File: config.mk
export PLATFORM = sky130hd
export DESIGN_NAME = divider_timer_with_reload
export DESIGN_NICKNAME = d
export VERILOG_FILES = /design/src/hw/rtl/dtr_pkg.sv /design/src/hw/rtl/dtr_core.sv /design/src/hw/rtl/divider_timer_with_reload.sv
export VERILOG_INCLUDE_DIRS = /design/src /design/src/hw/rtl
export SDC_FILE = /design/constraint.sdc
export NUM_CORES = 1
export LEC_CHECK = 0
export ABC_AREA = 0
export BUFFER_PORTS_ARGS = -buffer_cell sky130_fd_sc_hd__buf_2
export CAP_MARGIN = 0
export CORE_UTILIZATION = 45
export DETAILED_ROUTE_END_ITERATION = 8
export GPL_ROUTABILITY_DRIVEN = 0
export SLEW_MARGIN = 30
export SYNTH_ARGS = -nofsm -noshare
export SYNTH_HDL_FRONTEND = slang
export SYNTH_HIERARCHICAL = 1
export SYNTH_SLANG_ARGS = --single-unit
File: constraint.sdc
create_clock -name clk -period 10.6 [get_ports clk]
set_clock_uncertainty 0.15 [all_clocks]
set_input_delay 0.53 -clock clk [delete_from_list [all_inputs] [get_ports clk]]
set_output_delay 0.53 -clock clk [all_outputs]
set_load 0.02 [all_outputs]
File: src/hw/rtl/divider_timer_with_reload_defines.svh
// Assertion macros for the divider timer RTL, used by dtr_core.
// Expects clk and rst_n in scope where a macro is used.
`ifndef DIVIDER_TIMER_WITH_RELOAD_DEFINES_SVH
`define DIVIDER_TIMER_WITH_RELOAD_DEFINES_SVH

// Check cons in the cycle after ante.
`define DTR_ASSERT_NEXT(lbl, ante, cons, msg) \
    lbl: assert property (@(posedge clk) disable iff (!rst_n) (ante) |=> (cons)) \
        else $error(msg);

// Check cons in the same cycle as ante.
`define DTR_ASSERT_SAME(lbl, ante, cons, msg) \
    lbl: assert property (@(posedge clk) disable iff (!rst_n) (ante) |-> (cons)) \
        else $error(msg);

`endif

File: src/hw/rtl/dtr_pkg.sv
// Types, codes and constants for the divider timer with reload.
// No dependencies; used by dtr_core and divider_timer_with_reload.
package dtr_pkg;

    typedef enum logic [1:0] {
        OP_TICK  = 2'd0,
        OP_READ  = 2'd1,
        OP_WRITE = 2'd2
    } op_t;

    typedef enum logic [1:0] {
        REG_DIV  = 2'd0,
        REG_TIMA = 2'd1,
        REG_TMA  = 2'd2,
        REG_TAC  = 2'd3
    } sel_t;

    typedef struct packed {
        op_t        op;
        sel_t       sel;
        logic [7:0] wdata;
        logic       hs;
    } item_t;

    typedef struct packed {
        logic [7:0] rdata;
        logic       irq;
        logic       seq;
    } result_t;

    localparam logic [15:0] DIV_RESET  = 16'h0006;
    localparam logic [15:0] DIV_STEP   = 16'h0004;
    localparam logic [7:0]  CTRL_FILL  = 8'hF8;
    localparam int          SEQ_BIT_SLOW = 12;
    localparam int          SEQ_BIT_FAST = 13;
    localparam int          TAP_W      = 10;

    function automatic logic [TAP_W-1:0] tap_of(input logic [1:0] rate);
        logic [TAP_W-1:0] m;
        case (rate)
            2'd0:    m = TAP_W'(1 << 9);
            2'd1:    m = TAP_W'(1 << 3);
            2'd2:    m = TAP_W'(1 << 5);
            default: m = TAP_W'(1 << 7);
        endcase
        return m;
    endfunction

endpackage

File: src/hw/rtl/dtr_core.sv
// Timer state and per-item update: divider, counter, modulo, control, reload.
// Depends on dtr_pkg and divider_timer_with_reload_defines.svh.
`include "divider_timer_with_reload_defines.svh"

module dtr_core (
    input  logic             clk,
    input  logic             rst_n,
    input  logic             en,
    input  dtr_pkg::item_t   item,
    output dtr_pkg::result_t result
);

    logic [15:0]               div_reg, div_next;
    logic [7:0]                tc_reg, tc_next;
    logic [7:0]                mod_reg, mod_next;
    logic [2:0]                ctrl_reg, ctrl_next;
    logic                      on_reg, on_next;
    logic [dtr_pkg::TAP_W-1:0] tap_reg, tap_next;
    logic                      pend_reg, pend_next;
    logic                      jr_reg, jr_next;

    logic [15:0]               div_new;
    logic [dtr_pkg::TAP_W-1:0] new_tap;
    logic                      mv;

    always_comb
    begin
        div_next  = div_reg;
        tc_next   = tc_reg;
        mod_next  = mod_reg;
        ctrl_next = ctrl_reg;
        on_next   = on_reg;
        tap_next  = tap_reg;
        pend_next = pend_reg;
        jr_next   = jr_reg;
        result    = '0;
        mv        = 1'b0;
        div_new   = div_reg;
        new_tap   = dtr_pkg::tap_of(item.wdata[1:0]);

        case (item.op)
            dtr_pkg::OP_TICK:
            begin
                jr_next = 1'b0;
                if (pend_reg)
                begin
                    tc_next    = mod_reg;
                    result.irq = 1'b1;
                    pend_next  = 1'b0;
                    jr_next    = 1'b1;
                end
                mv      = 1'b1;
                div_new = div_reg + dtr_pkg::DIV_STEP;
            end
            dtr_pkg::OP_READ:
            begin
                case (item.sel)
                    dtr_pkg::REG_DIV:  result.rdata = div_reg[15:8];
                    dtr_pkg::REG_TIMA: result.rdata = tc_reg;
                    dtr_pkg::REG_TMA:  result.rdata = mod_reg;
                    default:           result.rdata = dtr_pkg::CTRL_FILL | {5'd0, ctrl_reg};
                endcase
            end
            dtr_pkg::OP_WRITE:
            begin
                case (item.sel)
                    dtr_pkg::REG_DIV:
                    begin
                        mv      = 1'b1;
                        div_new = '0;
                    end
                    dtr_pkg::REG_TIMA:
                    begin
                        pend_next = 1'b0;
                        if (!jr_reg)
                            tc_next = item.wdata;
                    end
                    dtr_pkg::REG_TMA:
                    begin
                        mod_next = item.wdata;
                        if (jr_reg)
                            tc_next = item.wdata;
                    end
                    default:
                    begin
                        ctrl_next = item.wdata[2:0];
                        // glitch increment when the selected tap drops out
                        if (on_reg && (|(div_reg[dtr_pkg::TAP_W-1:0] & tap_reg)) &&
                            (!item.wdata[2] || !(|(div_reg[dtr_pkg::TAP_W-1:0] & new_tap))))
                        begin
                            tc_next = tc_reg + 8'd1;
                            if (tc_next == 8'd0)
                            begin
                                tc_next    = mod_reg;
                                result.irq = 1'b1;
                                pend_next  = 1'b0;
                                jr_next    = 1'b1;
                            end
                        end
                        on_next  = item.wdata[2];
                        tap_next = new_tap;
                    end
                endcase
            end
            default:
            begin
            end
        endcase

        if (mv)
        begin
            if (on_reg && !(|(div_new[dtr_pkg::TAP_W-1:0] & tap_reg)) &&
                (|(div_reg[dtr_pkg::TAP_W-1:0] & tap_reg)))
            begin
                tc_next = tc_next + 8'd1;
                if (tc_next == 8'd0)
                    pend_next = 1'b1;
            end
            if (item.hs)
                result.seq = div_reg[dtr_pkg::SEQ_BIT_FAST] & ~div_new[dtr_pkg::SEQ_BIT_FAST];
            else
                result.seq = div_reg[dtr_pkg::SEQ_BIT_SLOW] & ~div_new[dtr_pkg::SEQ_BIT_SLOW];
            div_next = div_new;
        end
    end

    always_ff @(posedge clk or negedge rst_n)
    begin
        if (!rst_n)
        begin
            div_reg  <= dtr_pkg::DIV_RESET;
            tc_reg   <= '0;
            mod_reg  <= '0;
            ctrl_reg <= '0;
            on_reg   <= 1'b0;
            tap_reg  <= '0;
            pend_reg <= 1'b0;
            jr_reg   <= 1'b0;
        end
        else if (en)
        begin
            div_reg  <= div_next;
            tc_reg   <= tc_next;
            mod_reg  <= mod_next;
            ctrl_reg <= ctrl_next;
            on_reg   <= on_next;
            tap_reg  <= tap_next;
            pend_reg <= pend_next;
            jr_reg   <= jr_next;
        end
    end

    `DTR_ASSERT_NEXT(a_irq_marks_reload, en && result.irq, jr_reg, "irq without reload mark")
    `DTR_ASSERT_NEXT(a_read_keeps_state, en && item.op == dtr_pkg::OP_READ, $stable(div_reg) && $stable(tc_reg) && $stable(pend_reg) && $stable(jr_reg), "read changed timer state")
    `DTR_ASSERT_SAME(a_seq_needs_move, en && item.op != dtr_pkg::OP_TICK && !(item.op == dtr_pkg::OP_WRITE && item.sel == dtr_pkg::REG_DIV), !result.seq, "sequencer clock without divider move")
    `DTR_ASSERT_SAME(a_rdata_only_read, en && item.op != dtr_pkg::OP_READ, result.rdata == 8'd0, "read data outside a read")

endmodule

File: src/hw/rtl/divider_timer_with_reload.sv
// Divider timer with delayed reload: stream wrapper around dtr_core.
// Depends on dtr_pkg and dtr_core.
//
// Usage:
//   Slave channel (s_*) takes one operation per item: a tick of one machine
//   cycle, a register read or a register write. Master channel (m_*) gives
//   exactly one result item per operation, in order.
//   An item is held in the input register, its result in the output register.
//   Throughput: one item per clock unless m_tready stalls; the state update
//   is a single pass of add, edge detect and compare between those registers.
//   Reset: divider at 6, counter, modulo and control at 0, timer off, no
//   tap selected, no reload pending; both channels empty.
//   Stall: while a result waits on m_tready, one further item is held in
//   the input register; s_tready drops only when both registers are full.
//   Read data is zero except on a read; control reads back with the upper
//   five bits set.
module divider_timer_with_reload (
    input  logic        clk,
    input  logic        rst_n,
    input  logic        s_tvalid,
    output logic        s_tready,
    input  logic [15:0] s_tdata,   // [7:0] write_data, [8] high_speed, [15:9] zero
    input  logic [3:0]  s_tuser,   // [1:0] opcode, [3:2] reg_select
    output logic        m_tvalid,
    input  logic        m_tready,
    output logic [15:0] m_tdata    // [7:0] read_data, [8] irq_pulse, [9] sequencer_clock
);

    logic              in_valid_reg, in_valid_next;
    dtr_pkg::item_t    in_item_reg;
    logic              out_valid_reg, out_valid_next;
    dtr_pkg::result_t  out_res_reg;
    dtr_pkg::result_t  res;
    logic              advance;

    assign advance  = in_valid_reg && (!out_valid_reg || m_tready);
    assign s_tready = !in_valid_reg || advance;

    always_comb
    begin
        in_valid_next = s_tready ? s_tvalid : in_valid_reg;
        if (advance)
            out_valid_next = 1'b1;
        else if (m_tready)
            out_valid_next = 1'b0;
        else
            out_valid_next = out_valid_reg;
    end

    always_ff @(posedge clk or negedge rst_n)
    begin
        if (!rst_n)
        begin
            in_valid_reg  <= 1'b0;
            out_valid_reg <= 1'b0;
        end
        else
        begin
            in_valid_reg  <= in_valid_next;
            out_valid_reg <= out_valid_next;
        end
    end

    always_ff @(posedge clk)
    begin
        if (s_tvalid && s_tready)
        begin
            in_item_reg.op    <= dtr_pkg::op_t'(s_tuser[1:0]);
            in_item_reg.sel   <= dtr_pkg::sel_t'(s_tuser[3:2]);
            in_item_reg.wdata <= s_tdata[7:0];
            in_item_reg.hs    <= s_tdata[8];
        end
        if (advance)
            out_res_reg <= res;
    end

    dtr_core u_core (
        .clk    (clk),
        .rst_n  (rst_n),
        .en     (advance),
        .item   (in_item_reg),
        .result (res)
    );

    assign m_tvalid = out_valid_reg;
    assign m_tdata  = {6'd0, out_res_reg.seq, out_res_reg.irq, out_res_reg.rdata};

endmodule
======== Word-level counts from Yosys, hierarchy flattened ========
Cells that the tools add are included.
word-level totals
  flip-flop bits (word level) ............. 73
  logic and storage cells ................. 104
cells by class
  add/sub/neg operators ................... 3
  equal/unequal tests ..................... 10
  mux-type cells .......................... 34
  bitwise gates (word level) .............. 8
  reductions and logical operators ........ 31
operators by type and width
  operator                                                number
  2-to-1 mux 8 bit                                        7
  one-hot mux 8 bit (3 select lines)                      2
  one-hot mux 16 bit (2 select lines)                     1
  AND 10 bit                                              3
  one-hot mux 10 bit (3 select lines)                     1
  OR reduction 10 bit                                     3
  adder 16 x 3 -> 16 bit (second input constant)          1
  adder 8 x 1 -> 8 bit (second input constant)            2
  logical NOT 8 bit                                       2
  2-to-1 mux 1 bit                                        16
  2-to-1 mux 16 bit                                       1
  one-hot mux 8 bit (2 select lines)                      1
  one-hot mux 1 bit (2 select lines)                      5
  equality test 2 x 1 -> 1 bit (second input constant)    3
  equality test 2 bit (second input constant)             3
  logical AND 1 bit                                       6
  logical NOT 2 bit                                       3
  inequality test 2 x 1 -> 1 bit (second input constant)  3
  AND reduction 3 bit                                     2
  logical NOT 1 bit                                       5
  AND reduction 5 bit                                     1
  AND reduction 4 bit                                     1
  nonzero test 2 bit                                      2
  logical OR 1 bit                                        3
  6 further kinds                                         9

======== Longest topological paths before layout ========
Gate-level depths: netlist of run 1.
  word-level depth ........................ 15
  gate-level depth with buffers ........... 14
  gate-level depth less buffers ........... 11

======== By module ========
Netlist of run 1, hierarchy kept.
by module, submodules not included
  module                     times used  cells an instance  area an instance (sq um)
  dtr_core                   1           402                3313.2
  divider_timer_with_reload  1           38                 843.3

======== Worst setup path before layout of run 1 ========
OpenSTA, ideal clock, no wires.
  path type ............................... register to register
  from .................................... register in_item_reg[2] in the netlist's numbering
  to ...................................... register u_core.pend_reg
  arrival time ............................ 3050 ps
  setup slack ............................. 7265 ps
  stages on the path, launching flop included .. 14
  buffers on the path ..................... 2
  clock period less this slack ............ 3335 ps
  cells stage by stage .................... edfxtp_1 -> buf_6 -> mux2_4 -> a32oi_4 -> and2_1 -> buf_4 -> o31a_1 -> a2bb2oi_1 -> ha_1 -> a21boi_0 -> nand4_1 -> xor2_1 -> a41oi_1 -> a211oi_2
between the ends
  longest elaborated chain between the ends .. 15
  elaborated cells between the ends (all ways) .. 22
  classes of those cells .................. add/sub: 1; eq/ne: 2; mux: 12; bitwise: 1; reduce/logical: 6
RTL lines
  element                                            line                             text
  start: declaration                                 divider_timer_with_reload.sv:30  dtr_pkg::item_t in_item_reg;
  equality test 2 bit, or another cell as far along  dtr_pkg.sv:40                    case (rate)
  one-hot mux 10 bit (3 select lines)                dtr_pkg.sv:40
  AND 10 bit                                         dtr_core.sv:89                   (!item.wdata[2] || !(|(div_reg[dtr_pkg::TAP_W-1:0] & new_tap))))
  OR reduction 10 bit                                dtr_core.sv:89
  logical NOT 1 bit                                  dtr_core.sv:89
  logical OR 1 bit                                   dtr_core.sv:89
  logical AND 1 bit                                  dtr_core.sv:88                   if (on_reg && (|(div_reg[dtr_pkg::TAP_W-1:0] & tap_reg)) &&
  2-to-1 mux 8 bit                                   dtr_core.sv:88
  one-hot mux 8 bit (3 select lines)                 dtr_core.sv:66                   case (item.sel)
  one-hot mux 8 bit (2 select lines)                 dtr_core.sv:41                   case (item.op)
  adder 8 x 1 -> 8 bit                               dtr_core.sv:115                  tc_next = tc_next + 8'd1;
  logical NOT 8 bit                                  dtr_core.sv:116                  if (tc_next == 8'd0)
  2-to-1 mux 1 bit                                   dtr_core.sv:116
  2-to-1 mux 1 bit                                   dtr_core.sv:112                  if (on_reg && !(|(div_new[dtr_pkg::TAP_W-1:0] & tap_reg)) &&
  2-to-1 mux 1 bit *                                 dtr_core.sv:110                  if (mv)
  end signal: assignment                             dtr_core.sv:148                  pend_reg <= pend_next;
  end: declaration                                   dtr_core.sv:19                   logic pend_reg, pend_next;
Every way passes the cells marked *; elsewhere a longest branch is shown, timed or not.
A chain may end at the register's enable or synchronous reset.

======== Final worst setup path of run 1 ========
  from .................................... register u_core.tc_reg[0]
  to ...................................... register u_core.pend_reg
between the ends
  longest elaborated chain between the ends .. 11
  elaborated cells between the ends (all ways) .. 18
  classes of those cells .................. add/sub: 2; mux: 14; reduce/logical: 2
RTL lines
  element                             line             text
  start: declaration                  dtr_core.sv:14   logic [7:0] tc_reg, tc_next;
  start signal: assignment            dtr_core.sv:143  tc_reg <= tc_next;
  adder 8 x 1 -> 8 bit                dtr_core.sv:91   tc_next = tc_reg + 8'd1;
  logical NOT 8 bit                   dtr_core.sv:92   if (tc_next == 8'd0)
  2-to-1 mux 8 bit                    dtr_core.sv:92
  2-to-1 mux 8 bit                    dtr_core.sv:88
  one-hot mux 8 bit (3 select lines)  dtr_core.sv:66
  one-hot mux 8 bit (2 select lines)  dtr_core.sv:41
  adder 8 x 1 -> 8 bit                dtr_core.sv:115
  logical NOT 8 bit                   dtr_core.sv:116
  2-to-1 mux 1 bit                    dtr_core.sv:116
  2-to-1 mux 1 bit                    dtr_core.sv:112
  2-to-1 mux 1 bit *                  dtr_core.sv:110
Marked as above.

==> impl_metrics.yaml, run 1 <==
outcome:
  outcome: "finished with violations"
  violations: "design-rule violations"
worst_setup_path:
  cpLargestDelayFamily: "compound AO/OA/AOI/OAI gates"
  cp-start-kind: "flop"
  cp_num_buf_inv: 0
  worst-path-max-fanout: 14
  cp_data_required_time_ns: 10.72
  crit_type: "flop to flop"
  path_cells: "nand3_4 > or3_4 > a211oi_4 > nand2_2 > a221oi_2 > ha_1 > a21boi_0 > nand4_1 > xor2_1 > a41oi_1 > a211oi_2"
  worstPathArrival_ns: 4.31
  cp-end-kind: "flop"
  cp_slowest_stage_delay_ns: 0.71
  slowest_stage: "dfrtp_1"
drt:
  wl_per_cell_um: 18.83
  vias_per_cell: 6.175
  drt-total-wl_um: 10640
  ant_nets: 0
  drtPass1Iterations: 9
  vias: 3489
  drt_iter0_markers: 301
  drc: 7
final_layout:
  nets: 480
  layout_commonest_cell: "nand2_1"
  final_cell_mix: "nand2_1 (48), dfrtp_1 (40), nor2_1 (35)"
  fillers: 847
  area_growth_pct: 8.128
  largest_register_ffs: 14
  layout-drive-gt1-share_pct: 18.60
  seq_area_um2: 1718
  n_antenna_cell: 0
  design_area_um2: 4494
  multi_input_area_um2: 2232
floorplan:
  die_w_um: 98.11
  core_um2: 8848
  ios: 42
  dieHeight_um: 98.11
  row_count: 34
  initial_core_util_pct: 46.97
  die-area_um2: 9625
yosys:
  ys_seq_elements: 64
  synth_ff_type: "dfrtp_1"
  synth_cell_types: 77
  seq_area_frac_synth_pct: 41.33
  synth_edf_count: 23
  syn_avg_cell_area_um2: 9.447
  synth_cells: 440
  yosysWarnings: 6
  syn_area_um2: 4156
  ys_async_sr_fraction_pct: 64.06
cts:
  clk-insertion-delay-late_ns: 0.35
  h-tree-depth: 3
  cts-root-buf: "clkbuf_8"
  postCtsSetupBuffers: 0
  clk_pin_slew_ns: 0.08
  cts_tree: "built"
  cts_resized: 0
  cts_buffers: 9
  cts.sinks: 64
  hold_buffers: 0
  clock_path_buffers: 2
global_routing:
  grt_max_degree: 42
  grt_pass1_wl_um: 17680
  antenna_found_initial: 0
  grt_overflow: 0
  grt_pass1_vias: 3422
  grt_usage_pct: 23.54
sta:
  period_minus_slack_ns: 4.187
  slew_violations: 0
  post-route-period-util_pct: 39.50
  grt_setup_unrepaired: "false"
  maxSlewHeadroom_pct: 43.81
  setup_viol: 0
  worst_pin_slew_ns: 0.8398
  setup_tns_ns: 0
  hold_violations: 0
  fmax_ghz: 0.2388
placement:
  place_area_um2: 4292
  hpwl_um: 7428
  io_buffers: 28
power:
  combPwrFrac_pct: 30.5
  clkPwrFrac_pct: 24.9
  p_leak_nw: 1.717
  seq_power_share_pct: 44.6
  power.share.switching_pct: 39.47
  internal-power_mw: 0.5260
  p_per_area_nw_per_um2: 193.4
  power.net_switching_mw: 0.3430
  worst_ir_drop_vdd_v: 0.0001042
run:
  cap_violations: 0
min_path:
  hp-class: "input pin to asynchronous set/reset pin"
## path summary, 6_finish.rpt
kind,from,depth (start not counted),to,slack (ns)
max in group asynchronous,rst_n,1,u_core/tc_reg[0],9.90
worst min register to register,u_core/div_reg[2],2,u_core/div_reg[2],0.36
worst min-delay path,rst_n,1,m_tvalid,0.003
min in group clk,s_tuser[0],1,in_item_reg[11],0.20
worst max register to register,u_core/tc_reg[0],11,u_core/pend_reg,6.41
worst max-delay path,u_core/tc_reg[0],11,u_core/pend_reg,6.41
## cell usage after synthesis, types with 2 or more instances
cell	number	area (um2)
and2_1	8	50.05
mux2_2	12	135.1
nand2_2	2	12.51
nor4_1	3	18.77
nand2_1	48	180.2
a21oi_1	15	75.07
inv_1	13	48.80
a211oi_1	5	37.54
mux4_2	3	67.56
nand2b_1	10	62.56
nor2b_1	5	31.28
nand4_1	9	56.30
o31ai_1	5	37.54
o31a_1	2	17.52
buf_2	3	15.01
a221oi_2	2	30.03
ha_1	4	50.05
mux2i_1	4	40.04
nor2_1	35	131.4
o211ai_1	3	22.52
o21ai_0	20	100.1
edfxtp_1	23	690.7
o22ai_1	24	150.1
xor2_1	10	87.58
clkbuf_1	19	71.32
a221oi_1	4	35.03
or2_1	2	12.51
xnor2_1	8	70.07
buf_1	2	7.510
a2bb2oi_1	2	17.52
buf_4	7	52.55
a311o_1	2	20.02
clkinv_1	2	7.510
a31oi_1	8	50.05
nor3_1	9	45.04
nand3_1	14	70.07
a22oi_1	9	67.56
or2_2	3	18.77
and3_1	3	18.77
dfrtp_1	40	1001
buf_6	2	22.52
## area by class of cell
| cell class | count | area share (%) |
|---|---|---|
| clock buffer | 9 | 2.756 |
| inverter | 15 | 1.253 |
| clock inverter | 7 | 1.754 |
| tap | 108 | 3.007 |
| multi-input combinational | 333 | 49.67 |
| timing repair buffer | 29 | 3.341 |
| sequential | 64 | 38.22 |
## layer usage
metal,vias up,global-route usage [%],part of all wire [%]
met1,1645,32.05,45
met2,169,37.11,46
met4,0,10.72,2.7
met5,-,0,0
li1,1646,-,-
met3,29,3.508,6.6
## cell families (layout without fill, tap and decap cells)
| family | Yosys count | in the layout | share of synthesized area, % |
|---|---|---|---|
| and+or+nand+nor | 164 | 164 | 20.35 |
| AOI/OAI and AO/OA | 121 | 121 | 21.61 |
| DFF | 64 | 64 | 41.33 |
| buffers and inverters | 48 | 60 | 5.419 |
| muxes | 20 | 20 | 6.201 |
| xor gates and xnor gates | 18 | 18 | 3.793 |
| adders and majority gates | 4 | 4 | 1.204 |
| other | 1 | 6 | 0.09022 |
## stage by stage
stage / power [mW] / instances / setup slack, ns / utilization, % / hold WS [ns]
after detailed placement: 0.6495 / 549 / 6.511 / 48.50 / 0.3426
after global placement: 0.6414 / 549 / 6.488 / 48.47 / 0.3105
after CTS: 0.8684 / 565 / 6.463 / 50.79 / 0.02531
after floorplan: 0.5824 / 445 / 7.265 / - / 0.08441
final: 0.8690 / 565 / 6.413 / 50.79 / 0.003368
after global routing: 0.9243 / 565 / 6.076 / 50.79 / 0.03413
## power by group through the flow
stage / clock network [mW] / registers, mW / logic [mW]
after floorplan: 0 / 0.338 / 0.244
after global placement: 0 / 0.387 / 0.255
after detailed placement: 0 / 0.389 / 0.260
after CTS: 0.222 / 0.384 / 0.262
after global routing: 0.237 / 0.395 / 0.292
final: 0.216 / 0.388 / 0.265
(Power assumes the default switching activity.)
==> run 2: changes to the inputs <==
==> constraint.sdc (replaced) <==
create_clock -name clk -period 4.2 [get_ports clk]
set_clock_uncertainty 0.15 [all_clocks]
set_input_delay 0.21 -clock clk [delete_from_list [all_inputs] [get_ports clk]]
set_output_delay 0.21 -clock clk [all_outputs]
set_load 0.02 [all_outputs]
==> run 2 against run 1 <==
  * The run still ends with design-rule violations left
  * Die area unchanged
  * Clock power rose to 2.8 times the previous value
  * Final cell count is 5.0% higher
  * Worst hold slack better by 0.24 ns
  * Via count increased by 5.2%
  * Critical path type unchanged
==> impl_metrics.yaml, run 2 (synthesized netlist as in run 1, its figures left out) <==
power:
  p_leak_nw: 1.863
  p_per_area_nw_per_um2: 483.1
  combPwrFrac_pct: 33.6
  internal-power_mw: 1.431
  power.share.switching_pct: 37.94
  clkPwrFrac_pct: 26.1
  power.net_switching_mw: 0.8747
  worst_ir_drop_vdd_v: 0.0002747
  seq_power_share_pct: 40.3
final_layout:
  layout_commonest_cell: "nand2_1"
  final_cell_mix: "nand2_1 (48), dfrtp_1 (40), nor2_1 (35)"
  n_antenna_cell: 0
  layout-drive-gt1-share_pct: 19.79
  area_growth_pct: 14.81
  nets: 508
  largest_register_ffs: 14
worst_setup_path:
  worstPathArrival_ns: 3.95
  cp-start-kind: "flop"
  path_cells: "nand3_4 > or3_4 > a211oi_4 > nand2_2 > a221oi_2 > ha_1 > a21boi_0 > nand4_1 > xor2_1 > a41oi_1 > a211oi_2"
  reg2regPathDepth: 11
  worst_r2r_endpoint: "u_core/pend_reg"
  cp-end-kind: "flop"
  cpLargestDelayFamily: "compound AO/OA/AOI/OAI gates"
  startpoint: "u_core/tc_reg[0]"
  cp_data_required_time_ns: 4.28
  timing.rr.start: "u_core/tc_reg[0]"
  slowest_stage: "dfrtp_1"
  worst-path-max-fanout: 14
  critPathCapture: "u_core/pend_reg"
  cp_num_buf_inv: 0
  cp_slowest_stage_delay_ns: 0.68
  ff2ff_setup_slack_ns: 0.33
  crit_type: "flop to flop"
  cp.depth: 11
cts:
  cts-root-buf: "clkbuf_8"
  cts.sinks: 64
  h-tree-depth: 3
  cts_tree: "built"
  clk-insertion-delay-late_ns: 0.35
  cts_buffers: 9
  clk_pin_slew_ns: 0.08
  clock_path_buffers: 2
global_routing:
  grt_overflow: 0
  grt_max_degree: 42
  antenna_found_initial: 0
  grt_pass1_wl_um: 17880
  grt_pass1_vias: 3464
  grt_usage_pct: 24.00
drt:
  wl_per_cell_um: 18.46
  drtPass1Iterations: 7
  drc: 8
  drt_iter0_markers: 405
  vias_per_cell: 6.187
  vias: 3669
  ant_nets: 0
  drt-total-wl_um: 10950
floorplan:
  core_um2: 8848
  die_w_um: 98.11
  initial_core_util_pct: 46.97
  dieHeight_um: 98.11
  ios: 42
  row_count: 34
  die-area_um2: 9625
placement:
  io_buffers: 28
  hpwl_um: 7495
sta:
  holdWs_ns: 0.2473
  period_minus_slack_ns: 3.871
  fmax_ghz: 0.2583
  post-route-period-util_pct: 92.17
  setup_viol: 0
  worst_pin_slew_ns: 0.7768
  hold_violations: 0
  maxSlewHeadroom_pct: 48.02
  setup_tns_ns: 0
  slew_violations: 0
  grt_setup_unrepaired: "false"
outcome:
  violations: "design-rule violations"
  outcome: "finished with violations"
min_path:
  hp-class: "input pin to asynchronous set/reset pin"
run:
  cap_violations: 0
==> run 2: cell types whose count changed in the layout (fill, tap and decap cells not counted) <==
| cell | before | now |
|---|---|---|
| bufinv_16 | 1 | 2 |
| clkinvlp_4 | 3 | 0 |
| clkinv_4 | 1 | 3 |
| dlygate4sd3_1 | 0 | 17 |
| buf_4 | 2 | 13 |
==> run 2: power groups by stage <==
stage | sequential (mW) | clock [mW] | combinational (mW)
floorplan | 0.854 | 0 | 0.616
global placement | 0.930 | 0 | 0.733
detailed placement | 0.933 | 0 | 0.746
CTS | 0.920 | 0.620 | 0.763
global route | 0.942 | 0.643 | 0.848
finish | 0.929 | 0.603 | 0.774
==> run 2: through the flow <==
stage / utilization, % / area [um2] / setup WS (ns) / total power [mW] / cells
3_5_place_dp: 49.43 / 4374 / 0.4526 / 1.679 / 560
6_report: 53.93 / 4772 / 0.3288 / 2.306 / 593
5_1_grt: 53.93 / 4772 / 0.07842 / 2.434 / 593
3_3_place_gp: 49.41 / 4372 / 0.5046 / 1.664 / 560
4_1_cts: 53.93 / 4772 / 0.4293 / 2.304 / 593
2_1_floorplan: - / 4175 / 0.8653 / 1.470 / 445
==> run 2: how the worst min path moves through the flow <==
stage / slack, ns / endpoint / startpoint
final: 0.25 / in_valid_reg / rst_n
after global routing: 0.29 / in_valid_reg / rst_n
after CTS: 0.25 / in_valid_reg / rst_n
after detailed placement: 0.09 / in_valid_reg / rst_n
after global placement: 0.24 / in_item_reg[0] / s_tdata[8]
after floorplan: -0.24 / in_valid_reg / rst_n
==> run 2: per-layer routing <==
layer  global-route usage [%]  wire length [um]  up-vias
li1                         -                 -     1709
met1                    32.52              4787     1773
met2                    37.65              5117      163
met3                    4.295               784       24
met4                    10.49               259        0
met5                        0                 0        -
==> run 2: final cells by class <==
type | instances | area (um2)
clock buffer | 9 | 123.9
clock inverter | 7 | 103.9
fill | 832 | 4076
inverter | 15 | 56.30
multi-input combinational | 333 | 2232
sequential | 64 | 1718
tap | 108 | 135.1
timing repair buffer | 57 | 402.9
==> run 2: worst register-to-register path: cells and delay by family, from the launching register on <==
kind,cells,cell delay (ns)
XOR/XNOR,1,0.17
AO/OA/AOI/OAI,5,1.68
AND/OR/NAND/NOR,4,0.83
adder cells (fa/ha/maj),1,0.26
flip-flops,1,0.68
==> run 2: repair_timing <==
action | 4_1_cts | 5_1_grt
setup endpoints to repair | 0 | 0
resized for setup | 0 | 0
hold buffers | 17 | 0
buffers inserted | 0 | 0
endpoints found under the hold margin | 55 | 0
==> run 3: changes to the inputs <==
--- a/config.mk
+++ b/config.mk
@@ -12,6 +12,7 @@
 export CORE_UTILIZATION = 45
 export DETAILED_ROUTE_END_ITERATION = 8
 export GPL_ROUTABILITY_DRIVEN = 0
+export GPL_TIMING_DRIVEN = 0
 export SLEW_MARGIN = 30
 export SYNTH_ARGS = -nofsm -noshare
 export SYNTH_HDL_FRONTEND = slang
==> run 3 against run 2 <==
  * Critical endpoint unchanged
  * Worst hold slack worse by 0.23 ns
  * Register-to-register slack got worse by 0.07 ns
  * Maximum frequency is 1.8% lower
  * The flow still finishes with violations (design-rule violations)
  * Highest routed layer unchanged
  * First-iteration DRC count rose by 0.74%
  * Clock power is 11% lower
  * Die area did not move
  * Largest power group unchanged
  * Worst setup slack worse by 0.072 ns
  * Sequential power is 5.4% lower
  * Final cell count is 3.2% higher
  * Non-clock buffer count grew 19
  * Largest cell class unchanged
  * Routed wire length up 3.8%
==> impl_metrics.yaml, run 3 (synthesized netlist as in run 1, its figures left out) <==
drt:
  ant_nets: 0
  drtPass1Iterations: 8
  drc: 7
  wl_per_cell_um: 18.57
  vias: 3726
  vias_per_cell: 6.088
  drt_iter0_markers: 408
  drt-total-wl_um: 11370
final_layout:
  largest_register_ffs: 14
  seq_area_um2: 1718
  fillers: 823
  design_area_um2: 4810
  final_cell_mix: "nand2_1 (48), dfrtp_1 (40), nor2_1 (35)"
  layout-drive-gt1-share_pct: 19.05
  n_antenna_cell: 0
  area_growth_pct: 15.71
  layout_commonest_cell: "nand2_1"
  multi_input_area_um2: 2238
  nets: 527
sta:
  holdWs_ns: 0.01542
  setup_viol: 0
  grt_setup_unrepaired: "false"
  slew_violations: 0
  setup_ws_ns: 0.2564
  setup_tns_ns: 0
  maxSlewHeadroom_pct: 41.16
  post-route-period-util_pct: 93.89
  worst_pin_slew_ns: 0.8826
  period_minus_slack_ns: 3.944
  hold_violations: 0
  fmax_ghz: 0.2536
outcome:
  outcome: "finished with violations"
  violations: "design-rule violations"
cts:
  cts_tree: "built"
  clock_path_buffers: 2
  clk-insertion-delay-late_ns: 0.34
  cts.sinks: 64
  cts-root-buf: "clkbuf_8"
  clk_pin_slew_ns: 0.08
  h-tree-depth: 3
  cts_buffers: 9
run:
  cap_violations: 0
worst_setup_path:
  cp-end-kind: "flop"
  cpLargestDelayFamily: "compound AO/OA/AOI/OAI gates"
  worstPathArrival_ns: 4.05
  cp_data_required_time_ns: 4.31
  crit_type: "flop to flop"
  worst-path-max-fanout: 10
  cp_num_buf_inv: 2
  path_cells: "clkbuf_1 > mux2_4 > a32oi_4 > and2_1 > buf_4 > o22ai_1 > a221oi_2 > ha_1 > a21boi_0 > nand4_1 > xor2_1 > a41oi_1 > a211oi_2"
  cp-start-kind: "flop"
  slowest_stage: "a221oi_2"
  cp_slowest_stage_delay_ns: 0.52
min_path:
  hp-class: "input pin to flop"
floorplan:
  dieHeight_um: 98.11
  row_count: 34
  core_um2: 8848
  die_w_um: 98.11
  initial_core_util_pct: 46.97
  die-area_um2: 9625
  ios: 42
placement:
  io_buffers: 28
  place_area_um2: 4453
  hpwl_um: 7921
  pre_cts_slack_ns: 0.2357
global_routing:
  grt_overflow: 0
  grt_max_degree: 42
  antenna_found_initial: 0
  grt_pass1_vias: 3508
  grt_pass1_wl_um: 18060
  grt_usage_pct: 24.26
power:
  worst_ir_drop_vdd_v: 0.0002602
  p_leak_nw: 1.872
  p_per_area_nw_per_um2: 469.9
## run 3: changes by cell type in the layout (fill, tap and decap cells not counted), moves of 2 or more
cell | previous run | this run
buf_4 | 13 | 9
buf_6 | 0 | 2
clkinv_1 | 2 | 4
buf_2 | 27 | 30
dlygate4sd3_1 | 17 | 15
clkbuf_1 | 0 | 18
clkinv_4 | 3 | 1
inv_6 | 2 | 0
buf_1 | 0 | 2
## run 3: worst register-to-register path, stage by stage, from the launching register on
cell,delay (ns)
dfrtp_1,0.37
clkbuf_1,0.19
mux2_4,0.31
a32oi_4,0.38
and2_1,0.18
buf_4,0.18
o22ai_1,0.12
a221oi_2,0.52
ha_1,0.31
a21boi_0,0.41
nand4_1,0.17
xor2_1,0.16
a41oi_1,0.15
a211oi_2,0.25
## run 3: final timing paths
kind	slack (ns)	from	to	cells after the start
max	0.26	u_core/div_reg[7]	u_core/pend_reg	13
min	0.02	m_tready	m_tvalid	3
max reg2reg	0.26	u_core/div_reg[7]	u_core/pend_reg	13
min reg2reg	0.33	u_core/ctrl_reg[1]	u_core/ctrl_reg[1]	2
max in group asynchronous	3.28	rst_n	u_core/tc_reg[2]	2
min in group asynchronous	0.24	rst_n	in_valid_reg	2
## run 3: through the flow
stage | instances | utilization [%] | total power [mW]
6_report | 612 | 54.36 | 2.260
5_1_grt | 612 | 54.36 | 2.382
4_1_cts | 612 | 54.24 | 2.240
3_5_place_dp | 581 | 50.33 | 1.693
3_3_place_gp | 581 | 50.30 | 1.678
2_1_floorplan | 445 | - | 1.470
## run 3: per-layer routing
| metal | vias up | wire length [um] | global-route usage (%) |
|---|---|---|---|
| met1 | 1728 | 5004 | 33.91 |
| met2 | 220 | 5042 | 36.73 |
| met5 | - | 0 | 0 |
| li1 | 1733 | - | - |
| met4 | 0 | 386 | 12.12 |
| met3 | 45 | 931 | 3.508 |
## run 3: area by class of cell
| class | count | share of cell area [%] |
|---|---|---|
| Clock inverter | 6 | 1.223 |
| Clock buffer | 10 | 2.862 |
| Tap cell | 108 | 2.810 |
| Buffer | 32 | 3.434 |
| Multi-Input combinational cell | 333 | 46.54 |
| Timing Repair Buffer | 44 | 6.243 |
| Sequential cell | 64 | 35.72 |
| Inverter | 15 | 1.171 |
## run 3: power breakdown
group	internal [mW]	leakage (nW)	switching [mW]
clock network	0.286	0.0973	0.249
registers	0.757	0.743	0.123
logic	0.337	1.03	0.509
total	1.38	1.87	0.880
## run 3: timing repair
item                                    CTS  global route
setup buffers                             0             1
resized for setup                         0             1
endpoints found under the hold margin    54             0
hold buffers                             15             0
endpoints found under the setup margin    0             2
